<file path="config.mk">
export PLATFORM = sky130hd
export DESIGN_NAME = ldpcfp_finish
export DESIGN_NICKNAME = d
export VERILOG_FILES = /design/src/design/ldpc_frame_parameter_calc_unit_defines.svh /design/src/design/ldpcfp_pkg.sv /design/src/design/ldpcfp_finish.sv
export SDC_FILE = /design/constraint.sdc
export NUM_CORES = 2
export LEC_CHECK = 0
export BUFFER_PORTS_ARGS = -buffer_cell sky130_fd_sc_hd__buf_4
export CAP_MARGIN = 5
export CORE_MARGIN = 2
export CORE_UTILIZATION = 55
export CTS_CLUSTER_DIAMETER = 150
export DETAILED_ROUTE_END_ITERATION = 10
export PLACE_DENSITY = 0.81
export SLEW_MARGIN = 20
export SYNTH_ARGS = -nofsm -noshare
export SYNTH_HDL_FRONTEND = slang
export SYNTH_SLANG_ARGS = --single-unit
export TNS_END_PERCENT = 50
</file>
<file path="constraint.sdc">
create_clock -name clk -period 18.03 [get_ports clk]
set_input_delay 1.803 -clock clk [delete_from_list [all_inputs] [get_ports clk]]
set_output_delay 1.803 -clock clk [all_outputs]
set_load 0.1 [all_outputs]
</file>
<file path="src/design/ldpc_frame_parameter_calc_unit_defines.svh">
// ----------------------------------------------------------------------------
// ldpc frame parameter calculator assertion macros
// shared property forms used by the top level checks
// ----------------------------------------------------------------------------
`ifndef LDPC_FRAME_PARAMETER_CALC_UNIT_DEFINES_SVH
`define LDPC_FRAME_PARAMETER_CALC_UNIT_DEFINES_SVH

// condition holds in the same cycle as the trigger
`define LFP_ASSERT_SAME(lbl, trig, cond, msg) \
	lbl: assert property (@(posedge clk) disable iff (!arst_n) (trig) |-> (cond)) \
		else $error(msg);

// condition holds in the cycle after the trigger
`define LFP_ASSERT_NEXT(lbl, trig, cond, msg) \
	lbl: assert property (@(posedge clk) disable iff (!arst_n) (trig) |=> (cond)) \
		else $error(msg);

`endif

</file>
<file path="src/design/ldpcfp_pkg.sv">
// ----------------------------------------------------------------------------
// ldpcfp_pkg
// widths, types and rate tables of the ldpc frame parameter calculator
// ----------------------------------------------------------------------------
package ldpcfp_pkg;

	localparam int PAYLOAD_WIDTH = 20;
	localparam int RATE_W        = 2;
	localparam int BITS_W        = 4;
	localparam int CARR_W        = 12;
	localparam int CFG_W         = 12;
	localparam int BPS_W         = BITS_W + CARR_W;
	localparam int DVD_W         = PAYLOAD_WIDTH + 3;
	localparam int DIVA_W        = 19;
	localparam int DIVB_W        = 14;
	localparam int SYM_W         = DVD_W + 1;
	localparam int TCB_W         = DVD_W + 2;
	localparam int SHARE_W       = 10;
	localparam int PROD_W        = SYM_W + SHARE_W;
	localparam int EXT_W         = PROD_W + 4;

	localparam logic [10:0] CW_SHORT     = 11'd648;
	localparam logic [10:0] CW_MID       = 11'd1296;
	localparam logic [10:0] CW_LONG      = 11'd1944;
	localparam logic [11:0] TWO_CW_LIMIT = 12'd2592;
	localparam logic [11:0] MARGIN_SHORT = 12'd912;
	localparam logic [11:0] MARGIN_MID   = 12'd1464;
	localparam logic [11:0] MARGIN_TWO   = 12'd2916;

	typedef enum logic [1:0] {
		REG_CODE_RATE = 2'd0,
		REG_BITS      = 2'd1,
		REG_CARRIERS  = 2'd2,
		REG_NONE      = 2'd3
	} cfg_reg_t;

	typedef enum logic [1:0] {
		RATE_1_2 = 2'd0,
		RATE_2_3 = 2'd1,
		RATE_3_4 = 2'd2,
		RATE_5_6 = 2'd3
	} rate_sel_t;

	typedef struct packed {
		logic [DVD_W-1:0]         dvd;
		logic [DIVA_W-1:0]        rem_a;
		logic [DVD_W-1:0]         quo_a;
		logic [DIVB_W-1:0]        rem_b;
		logic [DVD_W-1:0]         quo_b;
		logic [PAYLOAD_WIDTH-1:0] pay;
	} div_word_t;

	typedef struct packed {
		logic [RATE_W-1:0] code_rate;
		logic [BPS_W-1:0]  bps;
		logic              bps_zero;
	} frame_cfg_t;

	function automatic logic [2:0] rate_num(input logic [RATE_W-1:0] r);
		logic [2:0] v;
		unique case (rate_sel_t'(r))
			RATE_1_2: v = 3'd1;
			RATE_2_3: v = 3'd2;
			RATE_3_4: v = 3'd3;
			RATE_5_6: v = 3'd5;
			default:  v = 3'd1;
		endcase
		return v;
	endfunction

	function automatic logic [2:0] rate_den(input logic [RATE_W-1:0] r);
		logic [2:0] v;
		unique case (rate_sel_t'(r))
			RATE_1_2: v = 3'd2;
			RATE_2_3: v = 3'd3;
			RATE_3_4: v = 3'd4;
			RATE_5_6: v = 3'd6;
			default:  v = 3'd2;
		endcase
		return v;
	endfunction

	// codeword length over the rate denominator, always a whole number
	function automatic logic [SHARE_W-1:0] cw_share(input logic [10:0] cwl,
			input logic [RATE_W-1:0] r);
		logic [SHARE_W-1:0] v;
		logic [1:0]         sel;
		sel = (cwl == CW_SHORT) ? 2'd0 : ((cwl == CW_MID) ? 2'd1 : 2'd2);
		unique case (rate_sel_t'(r))
			RATE_1_2: v = (sel == 2'd0) ? 10'd324 : ((sel == 2'd1) ? 10'd648 : 10'd972);
			RATE_2_3: v = (sel == 2'd0) ? 10'd216 : ((sel == 2'd1) ? 10'd432 : 10'd648);
			RATE_3_4: v = (sel == 2'd0) ? 10'd162 : ((sel == 2'd1) ? 10'd324 : 10'd486);
			RATE_5_6: v = (sel == 2'd0) ? 10'd108 : ((sel == 2'd1) ? 10'd216 : 10'd324);
			default:  v = 10'd0;
		endcase
		return v;
	endfunction

endpackage

</file>
<file path="src/design/ldpcfp_finish.sv">
// ----------------------------------------------------------------------------
// ldpcfp_finish
// turns the quotients into symbol, codeword, shortening and puncture counts
// ----------------------------------------------------------------------------
module ldpcfp_finish (
	input  logic                                   clk,
	input  logic                                   arst_n,
	input  logic                                   valid_in,
	input  ldpcfp_pkg::div_word_t                  word_in,
	input  ldpcfp_pkg::frame_cfg_t                 cfg,
	output logic                                   done,
	output logic [20:0]                            symbol_count,
	output logic [10:0]                            codeword_count,
	output logic [10:0]                            codeword_length,
	output logic [11:0]                            shorten_bits,
	output logic signed [22:0]                     puncture_or_repeat
);

	localparam int SW = ldpcfp_pkg::SYM_W;
	localparam int TW = ldpcfp_pkg::TCB_W;
	localparam int PW = ldpcfp_pkg::PAYLOAD_WIDTH;
	localparam int RW = ldpcfp_pkg::PROD_W;
	localparam int XW = ldpcfp_pkg::EXT_W;
	localparam int LW = TW + 3;

	logic [2:0] k_num;
	logic [2:0] d_den;

	// stage 1
	logic          valid_s1;
	logic [SW-1:0] syms_s1;
	logic [SW-1:0] ncwl_s1;
	logic [PW-1:0] pay_s1;
	// stage 2
	logic          valid_s2;
	logic [SW-1:0] syms_s2;
	logic [SW-1:0] ncwl_s2;
	logic [PW-1:0] pay_s2;
	logic [TW-1:0] tcb_s2;
	// stage 3
	logic          valid_s3;
	logic [SW-1:0] syms_s3;
	logic [SW-1:0] ncw_s3;
	logic [10:0]   cwl_s3;
	logic [PW-1:0] pay_s3;
	logic [TW-1:0] tcb_s3;
	// stage 4
	logic          valid_s4;
	logic [SW-1:0] syms_s4;
	logic [SW-1:0] ncw_s4;
	logic [10:0]   cwl_s4;
	logic [PW-1:0] pay_s4;
	logic [TW-1:0] tcb_s4;
	logic [RW-1:0] prod_s4;

	logic [SW+ldpcfp_pkg::BPS_W-1:0] tcb_full;
	logic [11:0]                     margin;
	logic [LW-1:0]                   lhs;
	logic [LW-1:0]                   rhs;
	logic                            fits;
	logic [SW-1:0]                   ncw_sel;
	logic [10:0]                     cwl_sel;
	logic [XW-1:0]                   alloc;
	logic [XW-1:0]                   spare;
	logic [XW-1:0]                   shrt;
	logic signed [XW-1:0]            pr;
	logic [20:0]                     syms_sat;
	logic [10:0]                     ncw_sat;
	logic [11:0]                     shrt_sat;
	logic signed [22:0]              pr_sat;

	assign k_num = ldpcfp_pkg::rate_num(cfg.code_rate);
	assign d_den = ldpcfp_pkg::rate_den(cfg.code_rate);

	assign tcb_full = syms_s1 * cfg.bps;

	always_comb begin
		if (tcb_s2 <= TW'(ldpcfp_pkg::CW_SHORT)) begin
			margin = ldpcfp_pkg::MARGIN_SHORT;
		end else if (tcb_s2 <= TW'(ldpcfp_pkg::CW_MID)) begin
			margin = ldpcfp_pkg::MARGIN_MID;
		end else begin
			margin = ldpcfp_pkg::MARGIN_TWO;
		end
		lhs  = LW'(d_den) * LW'(tcb_s2);
		rhs  = LW'(d_den) * LW'(pay_s2) + LW'(margin) * LW'(d_den - k_num);
		fits = lhs >= rhs;
		priority if (tcb_s2 <= TW'(ldpcfp_pkg::CW_LONG)) begin
			ncw_sel = SW'(1);
		end else if (tcb_s2 <= TW'(ldpcfp_pkg::TWO_CW_LIMIT)) begin
			ncw_sel = SW'(2);
		end else begin
			ncw_sel = ncwl_s2;
		end
		priority if (tcb_s2 <= TW'(ldpcfp_pkg::CW_SHORT)) begin
			cwl_sel = fits ? ldpcfp_pkg::CW_MID : ldpcfp_pkg::CW_SHORT;
		end else if (tcb_s2 <= TW'(ldpcfp_pkg::CW_MID)) begin
			cwl_sel = fits ? ldpcfp_pkg::CW_LONG : ldpcfp_pkg::CW_MID;
		end else if (tcb_s2 <= TW'(ldpcfp_pkg::CW_LONG)) begin
			cwl_sel = ldpcfp_pkg::CW_LONG;
		end else if (tcb_s2 <= TW'(ldpcfp_pkg::TWO_CW_LIMIT)) begin
			cwl_sel = fits ? ldpcfp_pkg::CW_LONG : ldpcfp_pkg::CW_MID;
		end else begin
			cwl_sel = ldpcfp_pkg::CW_LONG;
		end
	end

	always_comb begin
		alloc = XW'(prod_s4) * XW'(k_num);
		spare = XW'(prod_s4) * XW'(d_den - k_num);
		shrt  = (alloc > XW'(pay_s4)) ? alloc - XW'(pay_s4) : '0;
		pr    = $signed(XW'(pay_s4) + spare - XW'(tcb_s4));
		syms_sat = (syms_s4 > SW'(21'h1FFFFF)) ? 21'h1FFFFF : syms_s4[20:0];
		ncw_sat  = (ncw_s4 > SW'(11'h7FF)) ? 11'h7FF : ncw_s4[10:0];
		shrt_sat = (shrt > XW'(12'hFFF)) ? 12'hFFF : shrt[11:0];
		priority if (pr > $signed(XW'(23'sh3FFFFF))) begin
			pr_sat = 23'sh3FFFFF;
		end else if (pr < $signed(XW'(23'sh400000))) begin
			pr_sat = 23'sh400000;
		end else begin
			pr_sat = pr[22:0];
		end
	end

	always_ff @(posedge clk or negedge arst_n) begin
		if (!arst_n) begin
			valid_s1 <= 1'b0;
			valid_s2 <= 1'b0;
			valid_s3 <= 1'b0;
			valid_s4 <= 1'b0;
			done     <= 1'b0;
		end else begin
			valid_s1 <= valid_in;
			valid_s2 <= valid_s1;
			valid_s3 <= valid_s2;
			valid_s4 <= valid_s3;
			done     <= valid_s4;
		end
	end

	always_ff @(posedge clk) begin
		// ceilings from the remainders; no symbols when a symbol carries nothing
		syms_s1 <= cfg.bps_zero ? '0
			: SW'(word_in.quo_a) + SW'(word_in.rem_a != '0);
		ncwl_s1 <= SW'(word_in.quo_b) + SW'(word_in.rem_b != '0);
		pay_s1  <= word_in.pay;

		syms_s2 <= syms_s1;
		ncwl_s2 <= ncwl_s1;
		pay_s2  <= pay_s1;
		tcb_s2  <= tcb_full[TW-1:0];

		syms_s3 <= syms_s2;
		ncw_s3  <= ncw_sel;
		cwl_s3  <= cwl_sel;
		pay_s3  <= pay_s2;
		tcb_s3  <= tcb_s2;

		syms_s4 <= syms_s3;
		ncw_s4  <= ncw_s3;
		cwl_s4  <= cwl_s3;
		pay_s4  <= pay_s3;
		tcb_s4  <= tcb_s3;
		prod_s4 <= RW'(ncw_s3) * RW'(ldpcfp_pkg::cw_share(cwl_s3, cfg.code_rate));

		symbol_count       <= syms_sat;
		codeword_count     <= ncw_sat;
		codeword_length    <= cwl_s4;
		shorten_bits       <= shrt_sat;
		puncture_or_repeat <= pr_sat;
	end

endmodule

</file>
Yosys cells after proc, flatten, opt, wreduce, memory -nomap -nowiden
Index checks and enable logic that the tools add are counted.
Widths: inputs -> output; s select.
{"block": "word_totals", "reg_bits": 486, "inputBits": 144, "out_inout_bits": 79}
{"block": "classes", "n_addsub": 8, "n_mul": 7, "magnitude_cmp": 11, "n_eq_ne": 6, "muxes": 24, "n_reduce_logical": 5}
{"operator": "$mux 10", "n": 7}
{"operator": "$le 25x11->1 const B", "n": 2}
{"operator": "$add 23x1->24", "n": 2}
{"operator": "$pmux 10 s4", "n": 1}
{"operator": "$add 20x38->38", "n": 1}
{"operator": "$gt 38x12->1 const B", "n": 1}
{"operator": "$gt 38x23->1 const B", "n": 1}
{"operator": "$lt 38x23->1 const B", "n": 1}
{"operator": "$mul 35x4->38", "n": 1}
{"operator": "$mux 38", "n": 1}
{"operator": "$sub 37x20->38", "n": 1}
{"operator": "$sub 38x25->38", "n": 1}
{"operator": "$gt 37x20->1", "n": 1}
{"operator": "$mul 34x3->37", "n": 1}
{"operator": "$mux 9", "n": 4}
{"operator": "$mul 24x10->34", "n": 1}
{"operator": "$ge 28x28->1", "n": 1}
{"operator": "$mul 3x25->28", "n": 1}
{"operator": "$add 24x17->25", "n": 1}
{"operator": "$le 25x10->1 const B", "n": 1}
{"operator": "$le 25x12->1 const B", "n": 1}
{"operator": "$mul 24x16->25", "n": 1}
{"operator": "$gt 24x11->1 const B", "n": 1}
{"operator": "$gt 24x21->1 const B", "n": 1}
{"operator": "17 further kinds", "n": 26}

Logic depth before layout (Yosys ltp)
{"block": "depth", "word_depth": 11, "mapped_depth": 41}

Least setup slack after synthesis
Ideal clock, no wire load.
{"block": "synth_path", "path_type": "input to register", "start": "input cfg[17] (netlist bit)", "end": "register cwl_s3[7]", "setup_ps": 119, "arrival_time_ps": 9676, "path_slack_ps": 8235, "stages": 40, "path_buffers": 2, "path_cell_list": "inv_1 > ha_1 > clkbuf_1 > nor2_1 > nor2_1 > clkbuf_1 > nand2_1 > fa_1 > inv_1 > ha_1 > fa_1 > a21o_1 > a21oi_1 > o21bai_1 > a21oi_1 > o21bai_1 > a21oi_1 > xnor2_1 > (+4 left out) > a21oi_1 > o21ai_0 > a21o_1 > a21oi_1 > xor2_1 > ha_1 > a21o_1 > a21o_1 > a21oi_1 > nor2b_1 > o21ai_0 > nand2b_1 > a21o_1 > a221oi_1 > o211ai_1 > a31oi_1 > xnor2_1 > nand2_1"}
{"block": "synth_via", "elab_chain_len": 11, "word_cells_on_any_way": 18}
{"element": "start: declaration", "line_no": "ldpcfp_finish.sv:10", "source": "input ldpcfp_pkg::frame_cfg_t cfg,"}
{"element": "$eq 2x2->1, or another cell as far along", "line_no": "ldpcfp_pkg.sv:61, ldpcfp_pkg.sv:73"}
{"element": "$pmux 3 s4 (on tied branches)", "line_no": "ldpcfp_pkg.sv:73, ldpcfp_pkg.sv:61"}
{"element": "$sub 3x3->4", "line_no": "ldpcfp_finish.sv:86", "source": "rhs = LW'(d_den) * LW'(pay_s2) + LW'(margin) * LW'(d_den - k_num);"}
{"element": "$mul 13x4->17", "line_no": "ldpcfp_finish.sv:86"}
{"element": "$add 24x17->25", "line_no": "ldpcfp_finish.sv:86"}
{"element": "$ge 28x28->1 *", "line_no": "ldpcfp_finish.sv:87", "source": "fits = lhs >= rhs;"}
{"element": "$mux 10", "line_no": "ldpcfp_finish.sv:98, ldpcfp_finish.sv:102"}
{"element": "$mux 10", "line_no": "ldpcfp_finish.sv:101", "source": "end else if (tcb_s2 <= TW'(ldpcfp_pkg::TWO_CW_LIMIT)) begin"}
{"element": "$mux 10", "line_no": "ldpcfp_finish.sv:99", "source": "end else if (tcb_s2 <= TW'(ldpcfp_pkg::CW_LONG)) begin"}
{"element": "$mux 10", "line_no": "ldpcfp_finish.sv:97", "source": "end else if (tcb_s2 <= TW'(ldpcfp_pkg::CW_MID)) begin"}
{"element": "$mux 11 *", "line_no": "ldpcfp_finish.sv:95", "source": "priority if (tcb_s2 <= TW'(ldpcfp_pkg::CW_SHORT)) begin"}
{"element": "end signal: assignment", "line_no": "ldpcfp_finish.sv:155", "source": "cwl_s3 <= cwl_sel;"}
{"element": "end: declaration", "line_no": "ldpcfp_finish.sv:44", "source": "logic [10:0] cwl_s3;"}
Every way passes the cells marked *; elsewhere a longest branch is shown, timed or not.
A chain may end at the register's enable or synchronous reset.

Worst setup path after layout
Ends and elaborated chain as after synthesis.

==> impl_metrics.py <==
metrics = {
    "floorplanning": {
        "row_count": 101,
        "start_util_pct": 55.5,
        "ioPinCount": 223,
        "die_area_um2": 78700,
        "dieWidth_um": 281,
        "coreArea_um2": 75800,
        "die_h_um": 281,
    },
    "flow_run": {
        "max-cap-violations": 0,
    },
    "synth": {
        "syn_inst": 4534,
        "ys.warnings.count": 0,
        "syn-cell-area_um2": 42100,
        "ys.flop_type": "dfxtp_1",
        "avgSynthCellArea_um2": 9.27,
        "synth-seq-cells": 458,
        "synth_edf_count": 0,
        "synthArstFlopShare_pct": 1.09,
        "synth_cell_types": 83,
        "ys_seq_area_share_pct": 21.9,
    },
    "final_layout": {
        "postLayoutCellArea_um2": 46300,
        "area_growth_pct": 10.1,
        "nets": 5859,
        "final_layout_size_suffix_gt1_share_pct": 7.65,
        "n_antenna_cell": 0,
        "stdcell_count": 5725,
        "fillers": 6106,
    },
    "critical_path": {
        "cp_slowest_cell": "fa_1",
        "worstPathRequired_ps": 18500,
        "arrival_ps": 10800,
        "cp_top_family": "compound AO/OA/AOI/OAI gates",
        "startpoint_type": "input port",
        "cpMostUsedCell": "ha_1",
        "crit_path_end_kind": "flop",
        "critical_path_class": "in2reg",
        "cp_max_fo": 50,
        "crit_buf_inv": 5,
        "max_stage_delay_ps": 550,
    },
    "sta": {
        "rsz0062_at_grt": "no",
        "timing.hold.ws_ps": 320,
        "post-route-period-util_pct": 57.3,
        "skew_ps": 22.5,
        "drv_slew": 0,
        "finalSetupTns_ps": 0,
        "tightest_slew_ps": 1050,
        "period_needed_ps": 10330,
        "max_slew_margin_pct": 30.0,
        "fmax_mhz": 96.8,
        "hold_viol": 0,
        "setup_viol": 0,
    },
    "place": {
        "gp_congestion": 0.926,
        "placed_area_um2": 44500,
        "io_buffers": 194,
        "post-place-cells": 5633,
        "dpl.hpwl_um": 73700,
    },
    "grt": {
        "grt_pass1_wl_um": 159000,
        "grt_overflow": 0,
        "grtUsageTotal_pct": 25.0,
        "grt_max_degree": 51,
        "grt_pass1_vias": 32600,
        "antenna_found_initial": 3,
    },
    "clocking": {
        "cts_resized": 0,
        "path_clk_slew_ps": 70,
        "hold_buffers": 0,
        "cts_root_buffer": "clkbuf_16",
        "cts.path.max_buffers": 3,
        "cts_setup_buffers": 0,
        "cts_tree": "done",
        "htree_levels": 2,
        "numCtsBuffers": 49,
        "cts.sinks": 458,
        "insertion_delay_ps": 610,
    },
    "route": {
        "dr.pass1.iters": 6,
        "wl_per_cell_um": 16.7,
        "post-route-drc-count": 0,
        "detail-route-antenna-nets": 0,
        "num_vias": 30900,
        "first_iter_violations": 1554,
        "via_per_inst": 5.40,
        "drt-total-wl_um": 95400,
    },
    "worst_hold_path": {
        "holdCritPathClass": "reg2reg",
    },
    "run_status": {
        "status": "finished clean",
    },
}
## registers in the layout, summed over array words and instances (netlist names), 2 cells and up
name and cells:
tcb_s2 25, tcb_s3 25, codeword_length 2, pay_s3 20
cwl_s4 2, ncwl_s2 24, symbol_count 21, tcb_s4 25
codeword_count 11, syms_s3 24, pay_s2 20, syms_s2 24
pay_s4 20, ncw_s4 24, shorten_bits 12, puncture_or_repeat 23
syms_s1 24, pay_s1 20, ncw_s3 24, prod_s4 33
cwl_s3 2, syms_s4 24, ncwl_s1 24
## stage by stage
step,setup slack [ps],util (%)
2_1_floorplan,8240,-
5_1_grt,6960,61.1
4_1_cts,7770,61.0
3_5_place_dp,7200,58.7
6_report,7700,61.1
3_3_place_gp,7320,58.7
## cells in the final DEF (no fill, tap or decap), drive strengths merged, types with 18 or more instances in the layout
master and instances:
nor3 39, a21oi 187, xnor2 157, conb 60
fa 555, nand2b 117, clkbuf 57, buf 218
nand3 65, dfxtp 453, and2 291, nor2 129
nor4 20, xor2 95, a31oi 19, inv 716
ha 454, a211oi 18, o21ai 118, nor2b 23
and3 31, o21a 19, nand4 39, nand2 560
o21bai 37, a21o 84
## final cells by class
| cell class | count | area, um2 | area share (%) |
|---|---|---|---|
| clock buffers | 57 | 1310 | 2.82 |
| clock inverters | 35 | 432 | 0.932 |
| inverters | 706 | 2650 | 5.72 |
| multi-input cells | 3273 | 29900 | 64.5 |
| flip-flops and latches | 458 | 9190 | 19.9 |
| well taps | 978 | 1220 | 2.64 |
| repair buffers | 218 | 1640 | 3.53 |
## final timing paths
check | start | endpoint | slack [ps] | cells after the start
max in group asynchronous | arst_n | done$_DFF_PN0_ | 16940 | 1
min in group asynchronous | arst_n | valid_s3$_DFF_PN0_ | 980 | 1
min | syms_s3[22]$_DFF_P_ | syms_s4[22]$_DFF_P_ | 320 | 0
min reg2reg | syms_s3[22]$_DFF_P_ | syms_s4[22]$_DFF_P_ | 320 | 0
max | cfg[17] | cwl_s3[7]$_DFF_P_ | 7700 | 38
max reg2reg | tcb_s2[14]$_DFF_P_ | cwl_s3[7]$_DFF_P_ | 9820 | 31
## synth_stat cells, types with 65 or more instances
library cell	instances	area, um2
inv_1	706	2650
nand2_1	560	2100
fa_1	555	11100
ha_1	454	5680
dfxtp_1	453	9070
and2_1	291	1820
a21oi_1	174	871
xnor2_1	157	1380
nor2_1	129	484
clkbuf_1	119	447
nand2b_1	117	732
xor2_1	95	832
o21ai_0	85	425
a21o_1	84	631
nand3_1	65	325
## routing by layer
metal	part of all wire (%)	vias to the layer above	track usage, %
met2	49	927	44.2
li1	-	14700	-
met3	6.1	201	3.63
met1	41	15100	31.1
met5	0	-	0
met4	3.5	0	8.54
## worst register-to-register path: cells and delay by family (launching register included)
family                     cells  cell delay [ps]
adders and majority gates      6             2400
xor gates and xnor gates       2              330
and+or+nand+nor                8             2210
AOI/OAI and AO/OA             13             2660
buffers and inverters          2              140
DFF                            1              350
## cell families (layout without fill, tap and decap cells)
group / after synthesis / in the layout / synth area share (%)
AND/OR/NAND/NOR: 1371 / 1371 / 16.2
adder cells (fa/ha/maj): 1009 / 1009 / 39.9
buffers and inverters: 861 / 1016 / 7.79
AO/OA/AOI/OAI: 577 / 577 / 8.86
flip-flops: 458 / 458 / 21.9
XOR/XNOR: 252 / 252 / 5.25
multiplexers: 4 / 4 / 0.0982
other: 2 / 60 / 0.0179
Power is left out: the tool's default activity adds up to more than one toggle a clock period on the data nets, which glitch-free logic cannot reach.
